--- src/hdl/mrva_pkg.sv ---
// Shared types and constants for the mesh route and VC allocation core.
// Depends on nothing; every module of the block imports it.
`default_nettype none

package mrva_pkg;

    // Router geometry.
    localparam int NUM_VC      = 2;
    localparam int NUM_PORTS   = 5;
    localparam int ENTRY_COUNT = NUM_PORTS * NUM_VC;
    localparam int ENTRY_W     = $clog2(ENTRY_COUNT);
    localparam int VC_W        = (NUM_VC > 1) ? $clog2(NUM_VC) : 1;

    // Field widths.
    localparam int PORT_W     = 3;
    localparam int VCSEL_W    = 3;
    localparam int NODE_W     = 8;
    localparam int MESHW_W    = 5;
    localparam int AGE_W      = 32;
    localparam int CFG_DATA_W = 8;
    localparam int CFG_IDX_W  = 1;

    // Configuration register indexes.
    localparam logic [CFG_IDX_W-1:0] CFG_NODE_ID    = 1'd0;
    localparam logic [CFG_IDX_W-1:0] CFG_MESH_WIDTH = 1'd1;

    // Port numbering.
    localparam int PORT_LOCAL = 0;
    localparam int PORT_NORTH = 1;
    localparam int PORT_SOUTH = 2;
    localparam int PORT_WEST  = 3;
    localparam int PORT_EAST  = 4;

    typedef logic [NUM_PORTS-1:0] port_mask_t;

    // Request to the shared divider.
    typedef struct packed {
        logic               start;
        logic [NODE_W-1:0]  dividend;
        logic [MESHW_W-1:0] divisor;
    } div_req_t;

    // Response of the shared divider.
    typedef struct packed {
        logic               done;
        logic [NODE_W-1:0]  quot;
        logic [MESHW_W-1:0] rem;
    } div_rsp_t;

    // Coordinates of this router and of the destination.
    typedef struct packed {
        logic               at_dest;
        logic [MESHW_W-1:0] xs;
        logic [MESHW_W-1:0] xd;
        logic [NODE_W-1:0]  ys;
        logic [NODE_W-1:0]  yd;
    } coord_t;

endpackage

`default_nettype wire

--- src/hdl/mesh_route_and_vc_allocation_core.sv ---
// Top level of the mesh route computation and VC allocation core.
// Depends on mrva_pkg, mrva_div and mrva_mask.
//
// Usage:
//   Configuration: cfg_wr_en with cfg_index selects node_id (index 0) or mesh_width
//   (index 1); the write takes effect at that clock edge. Write only while idle.
//   Input channel (s_*): valid/ready. A route item (kind 0) stores the routing masks for
//   an input port and VC; an allocate item (kind 1) picks the oldest pending entry that
//   can use the requested output port and VC.
//   Result channel (m_*): valid/ready, one result item per input item, held in an output
//   register, so the next item can be accepted while a result waits.
//   Sequence: a route item makes two passes through the 8-step shared divider; an
//   allocate item runs the ten-entry scan through one age comparator.
//   s_ready is high only while the sequencer is idle; one item is in work at a time.
//   Stall: when m_ready is low, a finished item waits in the sequencer until the output
//   register frees up; nothing is lost.
//   Reset: aresetn low clears all pending marks, the handshakes, node_id to 0 and
//   mesh_width to 4. Entry ages and masks need no reset.
`default_nettype none

module mesh_route_and_vc_allocation_core
    import mrva_pkg::*;
(
    input  wire logic                  aclk,
    input  wire logic                  aresetn,
    input  wire logic                  cfg_wr_en,
    input  wire logic [CFG_IDX_W-1:0]  cfg_index,
    input  wire logic [CFG_DATA_W-1:0] cfg_wdata,
    input  wire logic                  s_valid,
    output logic                       s_ready,
    input  wire logic                  s_kind,
    input  wire logic [PORT_W-1:0]     s_port_sel,
    input  wire logic [VCSEL_W-1:0]    s_vc_sel,
    input  wire logic [NODE_W-1:0]     s_dest_node,
    input  wire logic [AGE_W-1:0]      s_age_stamp,
    output logic                       m_valid,
    input  wire logic                  m_ready,
    output logic [NUM_PORTS-1:0]       m_adaptive_mask,
    output logic [NUM_PORTS-1:0]       m_escape_mask,
    output logic                       m_granted,
    output logic [PORT_W-1:0]          m_winner_port,
    output logic [VCSEL_W-1:0]         m_winner_vc
);

    localparam logic [2:0] ST_IDLE     = 3'd0;
    localparam logic [2:0] ST_DIV_NODE = 3'd1;
    localparam logic [2:0] ST_DIV_DEST = 3'd2;
    localparam logic [2:0] ST_MASK     = 3'd3;
    localparam logic [2:0] ST_SCAN     = 3'd4;
    localparam logic [2:0] ST_FINISH   = 3'd5;

    localparam logic [PORT_W-1:0] LAST_PORT = PORT_W'(NUM_PORTS - 1);
    localparam logic [VC_W-1:0]   LAST_VC   = VC_W'(NUM_VC - 1);

    // Configuration registers.
    logic [NODE_W-1:0]  node_id_reg;
    logic [MESHW_W-1:0] mesh_width_reg;

    // Sequencer and captured item.
    logic [2:0]         state_reg;
    logic               kind_reg;
    logic [PORT_W-1:0]  port_reg;
    logic [VCSEL_W-1:0] vc_reg;
    logic [NODE_W-1:0]  dest_reg;
    logic [AGE_W-1:0]   age_reg;

    // Coordinates and route result.
    logic [MESHW_W-1:0] xs_reg;
    logic [MESHW_W-1:0] xd_reg;
    logic [NODE_W-1:0]  ys_reg;
    logic [NODE_W-1:0]  yd_reg;
    port_mask_t         res_adapt_reg;
    port_mask_t         res_esc_reg;

    // Allocation scan.
    logic [PORT_W-1:0] scan_port_reg;
    logic [VC_W-1:0]   scan_vc_reg;
    logic              found_reg;
    logic [AGE_W-1:0]  best_age_reg;
    logic [PORT_W-1:0] best_port_reg;
    logic [VC_W-1:0]   best_vc_reg;

    // Entry store, one entry per input port and VC.
    logic [ENTRY_COUNT-1:0] pending_reg;
    logic [AGE_W-1:0]       age_mem   [ENTRY_COUNT];
    port_mask_t             adapt_mem [ENTRY_COUNT];
    port_mask_t             esc_mem   [ENTRY_COUNT];

    // Output register.
    logic               m_valid_reg;
    port_mask_t         m_adapt_reg;
    port_mask_t         m_esc_reg;
    logic               m_granted_reg;
    logic [PORT_W-1:0]  m_port_reg;
    logic [VCSEL_W-1:0] m_vc_reg;

    div_req_t   div_req;
    div_rsp_t   div_rsp;
    coord_t     coord;
    port_mask_t mask_adapt;
    port_mask_t mask_esc;

    logic               accept;
    logic               out_load;
    logic               wr_ok;
    logic [ENTRY_W-1:0] wr_idx;
    logic [ENTRY_W-1:0] scan_idx;
    logic [ENTRY_W-1:0] best_idx;
    logic               escape_class;
    logic               port_ok;
    port_mask_t         scan_mask;
    logic               scan_hit;
    logic               scan_older;
    logic               scan_last;

    assign s_ready  = (state_reg == ST_IDLE);
    assign accept   = s_valid && s_ready;
    assign out_load = (state_reg == ST_FINISH) && (!m_valid_reg || m_ready);

    // Shared divider requests: node first, then destination.
    always_comb begin
        div_req.start    = (accept && !s_kind) || ((state_reg == ST_DIV_NODE) && div_rsp.done);
        div_req.dividend = (state_reg == ST_IDLE) ? node_id_reg : dest_reg;
        div_req.divisor  = mesh_width_reg;
    end

    mrva_div u_div (
        .aclk    (aclk),
        .aresetn (aresetn),
        .req     (div_req),
        .rsp     (div_rsp)
    );

    always_comb begin
        coord.at_dest = (dest_reg == node_id_reg);
        coord.xs      = xs_reg;
        coord.xd      = xd_reg;
        coord.ys      = ys_reg;
        coord.yd      = yd_reg;
    end

    mrva_mask u_mask (
        .c        (coord),
        .adaptive (mask_adapt),
        .escape   (mask_esc)
    );

    // Entry addressing and the per-cycle scan compare.
    always_comb begin
        wr_ok        = (port_reg < PORT_W'(NUM_PORTS)) &&
                       ({1'b0, vc_reg} < (VCSEL_W + 1)'(NUM_VC));
        wr_idx       = ENTRY_W'(port_reg * NUM_VC + vc_reg);
        scan_idx     = ENTRY_W'(scan_port_reg * NUM_VC + scan_vc_reg);
        best_idx     = ENTRY_W'(best_port_reg * NUM_VC + best_vc_reg);
        escape_class = ({1'b0, vc_reg} >= (VCSEL_W + 1)'(NUM_VC - 1));
        port_ok      = (port_reg < PORT_W'(NUM_PORTS));
        scan_mask    = escape_class ? esc_mem[scan_idx] : adapt_mem[scan_idx];
        scan_hit     = pending_reg[scan_idx] && (scan_port_reg != port_reg) &&
                       port_ok && scan_mask[port_reg];
        scan_older   = !found_reg || (age_mem[scan_idx] < best_age_reg);
        scan_last    = (scan_port_reg == LAST_PORT) && (scan_vc_reg == LAST_VC);
    end

    // Configuration writes.
    always_ff @(posedge aclk) begin
        if (!aresetn) begin
            node_id_reg    <= '0;
            mesh_width_reg <= MESHW_W'(4);
        end else if (cfg_wr_en) begin
            unique case (cfg_index)
                CFG_NODE_ID:    node_id_reg    <= cfg_wdata[NODE_W-1:0];
                CFG_MESH_WIDTH: mesh_width_reg <= cfg_wdata[MESHW_W-1:0];
                default:        ;
            endcase
        end
    end

    // Sequencer.
    always_ff @(posedge aclk) begin
        if (!aresetn) begin
            state_reg <= ST_IDLE;
        end else begin
            unique case (state_reg)
                ST_IDLE: begin
                    if (accept) begin
                        state_reg <= s_kind ? ST_SCAN : ST_DIV_NODE;
                    end
                end
                ST_DIV_NODE: begin
                    if (div_rsp.done) begin
                        state_reg <= ST_DIV_DEST;
                    end
                end
                ST_DIV_DEST: begin
                    if (div_rsp.done) begin
                        state_reg <= ST_MASK;
                    end
                end
                ST_MASK: begin
                    state_reg <= ST_FINISH;
                end
                ST_SCAN: begin
                    if (scan_last) begin
                        state_reg <= ST_FINISH;
                    end
                end
                ST_FINISH: begin
                    if (out_load) begin
                        state_reg <= ST_IDLE;
                    end
                end
                default: begin
                    state_reg <= ST_IDLE;
                end
            endcase
        end
    end

    // Item capture, coordinates, route result and scan datapath.
    always_ff @(posedge aclk) begin
        if (accept) begin
            kind_reg      <= s_kind;
            port_reg      <= s_port_sel;
            vc_reg        <= s_vc_sel;
            dest_reg      <= s_dest_node;
            age_reg       <= s_age_stamp;
            scan_port_reg <= '0;
            scan_vc_reg   <= '0;
            found_reg     <= 1'b0;
            best_age_reg  <= '0;
            best_port_reg <= '0;
            best_vc_reg   <= '0;
        end
        if ((state_reg == ST_DIV_NODE) && div_rsp.done) begin
            xs_reg <= div_rsp.rem;
            ys_reg <= div_rsp.quot;
        end
        if ((state_reg == ST_DIV_DEST) && div_rsp.done) begin
            xd_reg <= div_rsp.rem;
            yd_reg <= div_rsp.quot;
        end
        if (state_reg == ST_MASK) begin
            res_adapt_reg <= mask_adapt;
            res_esc_reg   <= mask_esc;
        end
        if (state_reg == ST_SCAN) begin
            // Strictly older wins, so ties keep the first entry in scan order.
            if (scan_hit && scan_older) begin
                found_reg     <= 1'b1;
                best_age_reg  <= age_mem[scan_idx];
                best_port_reg <= scan_port_reg;
                best_vc_reg   <= scan_vc_reg;
            end
            if (scan_vc_reg == LAST_VC) begin
                scan_vc_reg   <= '0;
                scan_port_reg <= scan_port_reg + 1'b1;
            end else begin
                scan_vc_reg <= scan_vc_reg + 1'b1;
            end
        end
    end

    // Entry payload writes on a route item to a valid port and VC.
    always_ff @(posedge aclk) begin
        if ((state_reg == ST_MASK) && wr_ok) begin
            age_mem[wr_idx]   <= age_reg;
            adapt_mem[wr_idx] <= mask_adapt;
            esc_mem[wr_idx]   <= mask_esc;
        end
    end

    // Pending marks: set by a route item, cleared for the allocation winner.
    always_ff @(posedge aclk) begin
        if (!aresetn) begin
            pending_reg <= '0;
        end else begin
            if ((state_reg == ST_MASK) && wr_ok) begin
                pending_reg[wr_idx] <= 1'b1;
            end
            if (out_load && kind_reg && found_reg) begin
                pending_reg[best_idx] <= 1'b0;
            end
        end
    end

    // Output register handshake.
    always_ff @(posedge aclk) begin
        if (!aresetn) begin
            m_valid_reg <= 1'b0;
        end else if (out_load) begin
            m_valid_reg <= 1'b1;
        end else if (m_ready) begin
            m_valid_reg <= 1'b0;
        end
    end

    // Output payload.
    always_ff @(posedge aclk) begin
        if (out_load) begin
            if (kind_reg) begin
                m_adapt_reg   <= '0;
                m_esc_reg     <= '0;
                m_granted_reg <= found_reg;
                m_port_reg    <= found_reg ? best_port_reg : '0;
                m_vc_reg      <= found_reg ? VCSEL_W'(best_vc_reg) : '0;
            end else begin
                m_adapt_reg   <= res_adapt_reg;
                m_esc_reg     <= res_esc_reg;
                m_granted_reg <= 1'b0;
                m_port_reg    <= '0;
                m_vc_reg      <= '0;
            end
        end
    end

    assign m_valid         = m_valid_reg;
    assign m_adaptive_mask = m_adapt_reg;
    assign m_escape_mask   = m_esc_reg;
    assign m_granted       = m_granted_reg;
    assign m_winner_port   = m_port_reg;
    assign m_winner_vc     = m_vc_reg;

endmodule

`default_nettype wire

--- src/hdl/mrva_div.sv ---
// Iterative restoring divider: node number by mesh width, one quotient bit a cycle.
// Depends on mrva_pkg.
`default_nettype none

module mrva_div
    import mrva_pkg::*;
(
    input  wire logic     aclk,
    input  wire logic     aresetn,
    input  wire div_req_t req,
    output div_rsp_t      rsp
);

    localparam int STEP_W = $clog2(NODE_W);
    localparam logic [STEP_W-1:0] LAST_STEP = STEP_W'(NODE_W - 1);

    logic              busy_reg;
    logic              done_reg;
    logic [STEP_W-1:0] cnt_reg;
    logic [NODE_W-1:0] quot_reg;
    logic [MESHW_W-1:0] rem_reg;
    logic [MESHW_W-1:0] div_reg;

    logic [MESHW_W:0] trial;
    logic [MESHW_W:0] diff;
    logic             fits;

    // One restoring step: bring down the next dividend bit and try a subtract.
    always_comb begin
        trial = {rem_reg, quot_reg[NODE_W-1]};
        diff  = trial - {1'b0, div_reg};
        fits  = (trial >= {1'b0, div_reg});
    end

    // Control: step counter and done pulse.
    always_ff @(posedge aclk) begin
        if (!aresetn) begin
            busy_reg <= 1'b0;
            done_reg <= 1'b0;
            cnt_reg  <= '0;
        end else begin
            done_reg <= 1'b0;
            if (req.start) begin
                busy_reg <= 1'b1;
                cnt_reg  <= '0;
            end else if (busy_reg) begin
                cnt_reg <= cnt_reg + 1'b1;
                if (cnt_reg == LAST_STEP) begin
                    busy_reg <= 1'b0;
                    done_reg <= 1'b1;
                end
            end
        end
    end

    // Datapath: a divisor of zero is taken as one.
    always_ff @(posedge aclk) begin
        if (req.start) begin
            quot_reg <= req.dividend;
            rem_reg  <= '0;
            div_reg  <= (req.divisor == '0) ? MESHW_W'(1) : req.divisor;
        end else if (busy_reg) begin
            quot_reg <= {quot_reg[NODE_W-2:0], fits};
            rem_reg  <= fits ? diff[MESHW_W-1:0] : trial[MESHW_W-1:0];
        end
    end

    assign rsp.done = done_reg;
    assign rsp.quot = quot_reg;
    assign rsp.rem  = rem_reg;

endmodule

`default_nettype wire

--- src/hdl/mrva_mask.sv ---
// Minimal adaptive and XY escape port masks from source and destination coordinates.
// Depends on mrva_pkg.
`default_nettype none

module mrva_mask
    import mrva_pkg::*;
(
    input  wire coord_t c,
    output port_mask_t  adaptive,
    output port_mask_t  escape
);

    always_comb begin
        adaptive = '0;
        escape   = '0;
        if (c.at_dest) begin
            adaptive[PORT_LOCAL] = 1'b1;
            escape[PORT_LOCAL]   = 1'b1;
        end else begin
            // Every minimal direction.
            if (c.xs > c.xd) begin
                adaptive[PORT_WEST] = 1'b1;
            end else if (c.xs < c.xd) begin
                adaptive[PORT_EAST] = 1'b1;
            end
            if (c.ys > c.yd) begin
                adaptive[PORT_NORTH] = 1'b1;
            end else if (c.ys < c.yd) begin
                adaptive[PORT_SOUTH] = 1'b1;
            end
            // Dimension order: x first, then y.
            priority if (c.xs > c.xd) begin
                escape[PORT_WEST] = 1'b1;
            end else if (c.xs < c.xd) begin
                escape[PORT_EAST] = 1'b1;
            end else if (c.ys > c.yd) begin
                escape[PORT_NORTH] = 1'b1;
            end else if (c.ys < c.yd) begin
                escape[PORT_SOUTH] = 1'b1;
            end
        end
    end

endmodule

`default_nettype wire

--- config.mk ---
export PLATFORM = sky130hd
export DESIGN_NAME = mesh_route_and_vc_allocation_core
export DESIGN_NICKNAME = d
export VERILOG_FILES = /design/src/hdl/mrva_pkg.sv /design/src/hdl/mesh_route_and_vc_allocation_core.sv /design/src/hdl/mrva_div.sv /design/src/hdl/mrva_mask.sv
export SDC_FILE = /design/constraint.sdc
export NUM_CORES = 1
export LEC_CHECK = 0
export ABC_AREA = 1
export BUFFER_PORTS_ARGS = -buffer_cell sky130_fd_sc_hd__buf_2
export CORE_ASPECT_RATIO = 2
export CORE_MARGIN = 4
export CORE_UTILIZATION = 50
export CTS_CLUSTER_SIZE = 20
export DETAILED_ROUTE_END_ITERATION = 10
export PLACE_DENSITY = 0.69
export SYNTH_ARGS = -nofsm -noshare
export SYNTH_HDL_FRONTEND = slang
export SYNTH_SLANG_ARGS = --single-unit
--- constraint.sdc ---
create_clock -name aclk -period 5.95 [get_ports aclk]
set_input_delay 0.8925 -clock aclk [delete_from_list [all_inputs] [get_ports aclk]]
set_output_delay 0.8925 -clock aclk [all_outputs]
set_load 0.02 [all_outputs]
======== Word level (Yosys, flattened, before mapping) ========
Memory sizes are Yosys's and may differ from the RTL's.
Index checks and enable logic that the tools add are counted.
word-level totals
  output and inout bits ................... 19
  RAM bits ................................ 420
  logic and storage cells ................. 172
  memories ................................ 3
  register bits ........................... 191
cells by class
  multiplexer cells ....................... 60
  add/sub/neg operators ................... 7
  bitwise gates (word level) .............. 6
  reduce and logical (&&, ||, !) cells .... 33
  equal/unequal tests ..................... 14
  order comparisons ....................... 15
memory list
  name       depth  bits a word  read ports  clocked after memory_dff  write ports  line                                     source
  age_mem    10     32           1           0                         1            mesh_route_and_vc_allocation_core.sv:85  logic [AGE_W-1:0] age_mem [ENTRY_COUNT];
  adapt_mem  10     5            1           0                         1            mesh_route_and_vc_allocation_core.sv:86  port_mask_t adapt_mem [ENTRY_COUNT];
  esc_mem    10     5            1           0                         1            mesh_route_and_vc_allocation_core.sv:87  port_mask_t esc_mem [ENTRY_COUNT];
operator list
  operator                                                            number
  2-to-1 mux 32 bit                                                   3
  2-to-1 mux 3 bit                                                    12
  < comparator 32 bit                                                 1
  2-to-1 mux 10 bit                                                   3
  2-to-1 mux 1 bit                                                    28
  2-to-1 mux 8 bit                                                    3
  one-hot mux 3 bit (6 select lines)                                  1
  logical AND 1 bit                                                   16
  < comparator 4 x 5 -> 1 bit (second input constant)                 3
  equality test 3 bit (second input constant)                         4
  AND 10 bit                                                          1
  2-to-1 mux 5 bit                                                    2
  inverter 10 bit                                                     1
  bitwise OR 10 bit                                                   1
  adder 4 x 1 -> 4 bit                                                2
  demux 1 bit (select 4 bit)                                          2
  equality test 8 bit                                                 1
  greater-or-equal comparator 4 x 1 -> 1 bit (second input constant)  2
  greater-than comparator 8 bit                                       1
  < comparator 8 bit                                                  1
  2-to-1 mux 4 bit                                                    2
  adder 3 x 1 -> 3 bit (second input constant)                        2
  equality test 3 x 2 -> 1 bit (second input constant)                2
  greater-or-equal comparator 6 x 5 -> 1 bit                          1
  26 further kinds                                                    40

======== Depth between registers and ports, before layout ========
Gate-level depths: netlist of run 1.
  depth after elaboration ................. 10
  gate-level depth with buffers ........... 27
  depth with buffers taken out ............ 21

======== Hierarchy ========
From an unflattened synthesis of run 1, not the netlist that was laid out.
unflattened totals
  cell total of the unflattened synthesis .. 2087
  area, all modules ....................... 25067.8 µm²
modules (own cells, without submodules)
  module                             seq. area each (µm²)  cells an instance  instances  area each (µm²)
  mesh_route_and_vc_allocation_core  16926.2               1875               1          23416.2
  mrva_div                           590.6                 139                1          1212.4
  mrva_mask                          0.0                   73                 1          439.2

======== Worst setup path before layout of run 1 ========
Ideal clock, no wire load.
  path kind ............................... reg2reg
  start point ............................. register port_reg[0]
  end point ............................... register pending_reg[2]
  setup time .............................. 88 ps
  slack ................................... -26 ps
  arrival ................................. 5888 ps
  path buffers ............................ 0
  data required time ...................... 5862 ps
  stages on the path, launching flop included .. 11
  period minus slack after synthesis ...... 5976 ps
  cells stage by stage .................... edfxtp_1 > ha_1 > fa_1 > or2_2 > nand2_1 > inv_1 > nor2_1 > inv_1 > nor4_1 > o21ai_0 > a31oi_1
between the ends
  word-level cells in the longest chain between the ends .. 10
RTL lines
  element                                                                                                          line                                      source
  start, declared                                                                                                  mesh_route_and_vc_allocation_core.sv:62   logic [PORT_W-1:0] port_reg;
  start signal, assigned                                                                                           mesh_route_and_vc_allocation_core.sv:223  port_reg <= s_port_sel;
  adder 4 x 3 -> 4 bit                                                                                             mesh_route_and_vc_allocation_core.sv:152  wr_idx = ENTRY_W'(port_reg * NUM_VC + vc_reg);
  < comparator 4 x 5 -> 1 bit (implied by the code) or greater-or-equal comparator 4 x 1 -> 1 bit (tied branches)  mesh_route_and_vc_allocation_core.sv:278  pending_reg[wr_idx] <= 1'b1;
  logical AND 1 bit (implied by the code)                                                                          mesh_route_and_vc_allocation_core.sv:278
  2-to-1 mux 1 bit (implied by the code)                                                                           mesh_route_and_vc_allocation_core.sv:278
  demux 1 bit (select 4 bit)                                                                                       mesh_route_and_vc_allocation_core.sv:278
  bitwise OR 10 bit (no source line)                                                                               --
  2-to-1 mux 10 bit (*)                                                                                            mesh_route_and_vc_allocation_core.sv:277  if ((state_reg == ST_MASK) && wr_ok) begin
  2-to-1 mux 10 bit (*)                                                                                            mesh_route_and_vc_allocation_core.sv:274  if (!aresetn) begin
  AND 10 bit (no source line)                                                                                      --
  2-to-1 mux 10 bit (*)                                                                                            mesh_route_and_vc_allocation_core.sv:280  if (out_load && kind_reg && found_reg) begin
  end signal, assigned                                                                                             mesh_route_and_vc_allocation_core.sv:275  pending_reg <= '0;
  end signal, assigned by index                                                                                    mesh_route_and_vc_allocation_core.sv:278
  end signal, assigned by index                                                                                    mesh_route_and_vc_allocation_core.sv:281  pending_reg[best_idx] <= 1'b0;
  end, declared                                                                                                    mesh_route_and_vc_allocation_core.sv:84   logic [ENTRY_COUNT-1:0] pending_reg;
Mark *: on every way between the ends. The rest lies on a longest branch, timed or not. The select of a mux whose other input is x is not followed.
A chain may end at the register's enable or synchronous reset.

======== Worst setup path after layout of run 1 ========
  start point ............................. register scan_vc_reg
  end point ............................... register best_port_reg[0]
between the ends
  word-level cells in the longest chain between the ends .. 9
RTL lines
  element                                                                            line                                      source
  start, declared                                                                    mesh_route_and_vc_allocation_core.sv:77   logic [VC_W-1:0] scan_vc_reg;
  start signal, assigned                                                             mesh_route_and_vc_allocation_core.sv:258  scan_vc_reg <= scan_vc_reg + 1'b1;
  adder 4 x 1 -> 4 bit (*)                                                           mesh_route_and_vc_allocation_core.sv:153  scan_idx = ENTRY_W'(scan_port_reg * NUM_VC + scan_vc_reg);
  parallel branches: the longest is 5 deep, another holds memory read (10 x 32 bit)  --
  logical AND 1 bit (*)                                                              mesh_route_and_vc_allocation_core.sv:248  if (scan_hit && scan_older) begin
  2-to-1 mux 3 bit (*)                                                               mesh_route_and_vc_allocation_core.sv:248
  2-to-1 mux 3 bit (*)                                                               mesh_route_and_vc_allocation_core.sv:246  if (state_reg == ST_SCAN) begin
  end signal, assigned                                                               mesh_route_and_vc_allocation_core.sv:251  best_port_reg <= scan_port_reg;
  end, declared                                                                      mesh_route_and_vc_allocation_core.sv:80   logic [PORT_W-1:0] best_port_reg;
Every way passes the cells marked *. The select of a mux whose other input is x is not followed.

==> metrics, run 1 <==
Inserted Diodes 0; TritonCTS Buffers 47; Synth Flop Type edfxtp_1; RSZ-0062 raised after global routing false; Largest Register age_mem; Mapped Cells 1942; die height 314.1 µm; Comb pwr share 24.9%; Max-Cap Viols 0; Core Util, Final 56.05%; Initial DRT Pass Iterations 5; die width 161.0 µm; outcome finished, final reports clean; max reg flops 320; core region area between 40000 and 50000 µm²; row count 111; number of global-route vias before repair 15202; most frequent cells in the layout edfxtp_1 (496), nor2_1 (265), o21ai_0 (248); Crit Path Class reg -> reg; Wirelength per Cell 19.69 µm; Mapped Avg Cell Area 12.06 µm²; clk slew on worst S/H paths roughly 0.06 ns; setup bufs post-CTS 0; Nets 2106; H-tree Lvls 2; biggest regs age_mem: 320 flops, adapt_mem: 40 flops; Root Buffer clkbuf_16; Setup TNS 0 ns; max_slew headroom 21.80%; Pwr Density 411.2 nW/µm²; Worst Setup End Kind register; Seq. cell area 16440 µm²; fillers 3815; internal power 0.007180 W; grt ovf 0; synthesized area approximately 23000 µm²; vias post-DR 14907; pin count of the biggest net entering global routing 206; Overall Global Routing Usage 20.57%; crit-path max cell delay 0.61 ns; clock tree buffer depth 3; DR iter-0 viols 1027; switching fraction of total power 32.43%; TritonCTS clock tree built; Hold Buf Count CTS 0; CP cell instances inv_4 -> buf_12 -> o21ai_0 -> o221ai_1 -> o211ai_1 -> o21ai_0 -> ha_1 -> nand4_1 -> nor3_1 -> nor4b_1 -> nand2_1 -> nand2_1 -> nand2_2 -> nand2_4 -> nand2_1 -> nand2_1; Req. time, crit path 6.46 ns; Leakage ~9 nW; share of layout cells above drive strength 1 around a tenth; Via density 5.630; Net Sw Power 0.003446 W; Slowest cell on crit path inv_4; slew of the pin with the lowest slew margin 1.169 ns; initial antenna violation count 1; Flop pwr share 46.7%; Worst path most repeated cell nand2_1; Starting Density 50.79%; Final Hold Viols 0; GPL Wtd Cong 0.8292; Hold WC Path Type reg -> reg; post-DP HPWL around 31000 µm; final setup fails 0; Setup Skew 0.02814 ns; clk_lat worst skew 0.59 ns; Remaining DRCs 0; maximum VDD drop about 330 µV; Final Critical Period 4.801 ns; post-synth cell types 52; first-pass GRT wire length 81790 µm; Clock Sinks 573; fin crit share around 81%; number of synthesized flops with an enable pin approximately 500; Seq/Total Area, Yosys 70.18%; Max FO, Critical Path 96; die area 50580 µm²; I/O Pins 80; yosys warns 0; drt total wl 52140 µm; Fmax 208.3 MHz; CP arrival approximately 5.3 ns; PortBufs 77; clock power share 28.4%; max-slew violation count 0; Synth async-reset ratio 0%; commonest non-fill, non-tap cell in the layout edfxtp_1; CTS resizes 0; flops & latches, synth 573; area delta synth->final 10.35%; CP startpoint kind register; multi-input logic area just under 6000 µm²; antenna viol nets, final 0
-- synth_stat cells (2+ instances only) --
cell      instances  share of area (%)
a21oi_1          40               0.85
buf_6             7               0.34
o21ai_1           6               0.13
fa_1              2               0.17
xor2_1            7               0.26
o22ai_1          39                1.0
buf_1             6              0.096
or2_2             4               0.11
nor3_1           10               0.21
o21ai_0         248                5.3
clkbuf_1         61               0.98
a31oi_1          15               0.40
nor4_1            4               0.11
o211ai_1         43                1.4
dfxtp_1          77                6.6
xnor2_1           6               0.22
nand4_1           6               0.16
nand3_1          61                1.3
clkinv_1          3              0.048
ha_1             54                2.9
edfxtp_1        496                 64
nand2_1         217                3.5
inv_1           151                2.4
buf_2            19               0.41
a311oi_1          2              0.075
o41ai_1           2              0.075
buf_4            14               0.45
a211oi_1          5               0.16
a22oi_1           2              0.064
a41oi_1           2              0.075
o221ai_1         39                1.5
nor2_1          274                4.4
-- logic make-up after synthesis --
logic type | after synthesis | synth area share (%)
AND/OR/NAND/NOR | 584 | 10.10
flip-flops | 573 | 70.18
AO/OA/AOI/OAI | 451 | 11.33
buffers and inverters | 264 | 4.835
adder cells (fa/ha/maj) | 56 | 3.056
XOR/XNOR | 13 | 0.4862
other | 1 | 0.01601
-- layout make-up --
type / count / area share [%]
clock inverter: 33 / 1.017
sequential: 573 / 63.61
multi-input combinational: 1106 / 23.03
inverter: 155 / 2.261
tap: 621 / 3.007
timing repair buffer: 106 / 2.430
clock buffer: 54 / 4.653
-- through the flow --
| step | power (W) | worst slack (ns) | area, µm² | instances | hold WS [ns] |
|---|---|---|---|---|---|
| floorplan | 0.006904 | 0.01712 | 23430 | 1943 | 0.4290 |
| global placement | 0.007604 | 1.110 | 24380 | 2561 | 0.4437 |
| detailed placement | 0.007703 | 1.100 | 24380 | 2561 | 0.4525 |
| CTS | 0.01070 | 1.104 | 25840 | 2648 | 0.4478 |
| global route | 0.01121 | 0.7057 | 25840 | 2648 | 0.4596 |
| finish | 0.01063 | 1.149 | 25840 | 2648 | 0.4639 |
-- critical path, delay by kind of cell, from the launching register on --
kind	cells	cell delay, ns
buffers and inverters	2	1.05
AND/OR/NAND/NOR	9	2.28
AO/OA/AOI/OAI	4	0.67
adder cells (fa/ha/maj)	1	0.22
flip-flops	1	0.47
-- power groups by stage --
stage / clock (W) / combinational [W] / sequential, W
after CTS: 0.00307 / 0.00266 / 0.00496
after global routing: 0.00323 / 0.00299 / 0.00499
after floorplan: 0 / 0.00196 / 0.00495
after detailed placement: 0 / 0.00265 / 0.00505
final: 0.00302 / 0.00265 / 0.00496
after global placement: 0 / 0.00257 / 0.00503
-- worst paths after layout --
kind | to | startpoint | slack, ns | cells after the start
max | best_port_reg[0]$_DFF_P_ | scan_vc_reg$_SDFFCE_PP0P_ | 1.15 | 16
min | u_div.div_reg[1]$_SDFFCE_PN0N_ | mesh_width_reg[1]$_SDFFE_PN0P_ | 0.46 | 0
max reg2reg | best_port_reg[0]$_DFF_P_ | scan_vc_reg$_SDFFCE_PP0P_ | 1.15 | 16
min reg2reg | u_div.div_reg[1]$_SDFFCE_PN0N_ | mesh_width_reg[1]$_SDFFE_PN0P_ | 0.46 | 0
-- layer usage --
| metal | global-route usage (%) | routed length (µm) | up-vias |
|---|---|---|---|
| li1 | - | - | 7025 |
| met1 | 23.19 | 19130 | 7283 |
| met2 | 38.27 | 27990 | 449 |
| met3 | 2.345 | 2342 | 148 |
| met4 | 10.19 | 2666 | 2 |
| met5 | 0 | 13 | - |
No activity file was read; power rests on OpenSTA's default activity.
==> run 2: changes to the inputs <==
PLACE_DENSITY = 0.66   (was 0.69)
clock period = 4.97 ns   (was 5.95 ns; I/O delays follow)
==> metrics, run 2 (synthesized netlist as in run 1, its figures left out) <==
Wirelength per Cell 20.18 µm (was 19.69 µm); TritonCTS Buffers 49 (was 47); slew of the pin with the lowest slew margin 1.171 ns (was 1.169 ns); fillers 3871 (was 3815); max_slew headroom 21.34% (was 21.80%); delay-heaviest family, CP compound AO/OA/AOI/OAI gates (was simple AND/OR/NAND/NOR gates); number of global-route vias before repair 15239 (was 15202); Setup TNS 0 ns (unchanged); initial antenna violation count 1 (unchanged); Net Sw Power 0.004186 W (was 0.003446 W); Root Buffer clkbuf_16 (unchanged); Worst Setup End Kind register (unchanged); Max Used Layer met4 (was met5); Nets 2116 (was 2106); Hold Buf Count CTS 0 (unchanged); Via density 5.654 (was 5.630); row count 111 (unchanged); share of layout cells above drive strength 1 10.45% (was 9.817%); max-slew violation count 0 (unchanged); CP cell instances buf_12 -> o21ai_0 -> o221ai_1 -> o211ai_1 -> o21ai_0 -> ha_1 -> nand4_1 -> a21oi_1 -> a2111oi_0 -> nand2_1 -> nand2_1 -> nand2_1 -> nand2_2 -> nand2_4 -> nand2_1 -> nand2_1 (was inv_4 -> buf_12 -> o21ai_0 -> o221ai_1 -> o211ai_1 -> o21ai_0 -> ha_1 -> nand4_1 -> nor3_1 -> nor4b_1 -> nand2_1 -> nand2_1 -> nand2_2 -> nand2_4 -> nand2_1 -> nand2_1); fin crit share 80.13% (was 80.68%); biggest regs age_mem: 320 flops, adapt_mem: 40 flops (unchanged); Worst path depth 16 (unchanged); outcome finished, final reports clean (unchanged); Overall Global Routing Usage 21.01% (was 20.57%); most frequent cells in the layout edfxtp_1 (496), nor2_1 (265), o21ai_0 (248) (unchanged); Crit Path Class reg -> reg (unchanged); Largest Register age_mem (unchanged); Worst Hold Depth 1 (was 0); setup bufs post-CTS 0 (unchanged); vias post-DR 15044 (was 14907); Remaining DRCs 0 (unchanged); GPL Wtd Cong 0.8435 (was 0.8292); Pwr Density 497.1 nW/µm² (was 411.2 nW/µm²); area delta synth->final 11.19% (was 10.35%); Initial DRT Pass Iterations 8 (was 5); PortBufs 77 (unchanged); commonest non-fill, non-tap cell in the layout edfxtp_1 (unchanged); Flop pwr share 45.9% (was 46.7%); Slowest cell on crit path buf_12 (was inv_4); Max FO, Critical Path 205 (was 96); Setup Skew 0.03219 ns (was 0.02814 ns); grt ovf 0 (unchanged); drt total wl 53690 µm (was 52140 µm); RSZ-0062 raised after global routing false (unchanged); Fmax 251.1 MHz (was 208.3 MHz); DP Worst Slack 1.034 ns (was 1.100 ns); first-pass GRT wire length 83210 µm (was 81790 µm); WL met1 19780 µm (was 19130 µm); CP Buf/Inv Count 1 (was 2); DR WL met2 29190 µm (was 27990 µm); Hold WC Path Type in -> reg (was reg -> reg); Max-Cap Viols 0 (unchanged); TritonCTS clock tree built (unchanged); Comb pwr share 25.0% (was 24.9%); DR iter-0 viols 957 (was 1027); Leakage 9.302 nW (was 9.202 nW); antenna viol nets, final 0 (unchanged); Clock Sinks 573 (unchanged); internal power 0.008758 W (was 0.007180 W); met3 wire len 2692 µm (was 2342 µm); Worst path most repeated cell nand2_1 (unchanged); post-route insts no fill 2661 (was 2648); clk_lat worst skew 0.59 ns (about the same); Starting Density 50.79% (unchanged); worst setup margin 0.9877 ns (was 1.149 ns); die height 314.1 µm (unchanged); max reg flops 320 (unchanged); switching fraction of total power 32.34% (was 32.43%); I/O Pins 80 (unchanged); # placed instances 2569 (was 2561); Worst R2R Path Depth 16 (unchanged); Final Hold Viols 0 (unchanged); maximum VDD drop 453.0 µV (was 330.9 µV); Req. time, crit path 5.43 ns (was 6.46 ns); clk slew on worst S/H paths 0.07 ns (was 0.06 ns); clock tree buffer depth 3 (unchanged); clock power share 29.1% (was 28.4%); final setup fails 0 (unchanged); crit-path max cell delay 0.56 ns (was 0.61 ns); die area 50580 µm² (unchanged); CTS resizes 0 (unchanged); pin count of the biggest net entering global routing 206 (unchanged); post-DP HPWL 31330 µm (was 31320 µm); die width 161.0 µm (unchanged); H-tree Lvls 2 (unchanged); Final Critical Period 3.982 ns (was 4.801 ns); core region area 46110 µm² (unchanged); multi-input logic area 5959 µm² (was 5951 µm²); WHS 0.3304 ns (was 0.4639 ns); Seq. cell area 16440 µm² (unchanged); CP startpoint kind register (unchanged); CP arrival 4.44 ns (was 5.31 ns)
-- run 2: path summary, 6_finish.rpt --
kind	from	endpoint	slack [ns]
min reg2reg	mesh_width_reg[2]$_SDFFE_PN1P_	u_div.div_reg[2]$_SDFFCE_PN0N_	0.46
max	scan_vc_reg$_SDFFCE_PP0P_	best_age_reg[3]$_DFF_P_	0.99
max reg2reg	scan_vc_reg$_SDFFCE_PP0P_	best_age_reg[3]$_DFF_P_	0.99
min	s_port_sel[1]	port_reg[1]$_DFFE_PP_	0.33
-- run 2: layout make-up --
class / instances / area share, %
timing repair buffer: 114 / 2.691
clock buffer: 66 / 5.357
sequential: 573 / 63.13
inverter: 155 / 2.254
clock inverter: 25 / 0.6919
tap: 621 / 2.984
multi-input combinational: 1106 / 22.89
antenna: 1 / 0.009610
-- run 2: per-stage QoR --
| step | cell area, µm² | power, W | utilization (%) |
|---|---|---|---|
| floorplan | 23440 | 0.008266 | - |
| global placement | 24460 | 0.009175 | 53.05 |
| detailed placement | 24460 | 0.009288 | 53.05 |
| CTS | 26040 | 0.01305 | 56.47 |
| global route | 26040 | 0.01364 | 56.47 |
| finish | 26040 | 0.01294 | 56.47 |
-- run 2: power by group through the flow --
stage               logic [W]  clock network, W  registers (W)
floorplan             0.00234                 0        0.00592
global placement      0.00314                 0        0.00603
detailed placement    0.00324                 0        0.00605
CTS                   0.00326           0.00384        0.00595
global route          0.00364           0.00401        0.00598
finish                0.00324           0.00376        0.00594
-- run 2: metal layers --
metal | global-route usage, % | vias up
met5 | 0 | -
met4 | 8.675 | 0
met3 | 2.555 | 114
met2 | 39.52 | 489
met1 | 23.98 | 7387
li1 | - | 7054
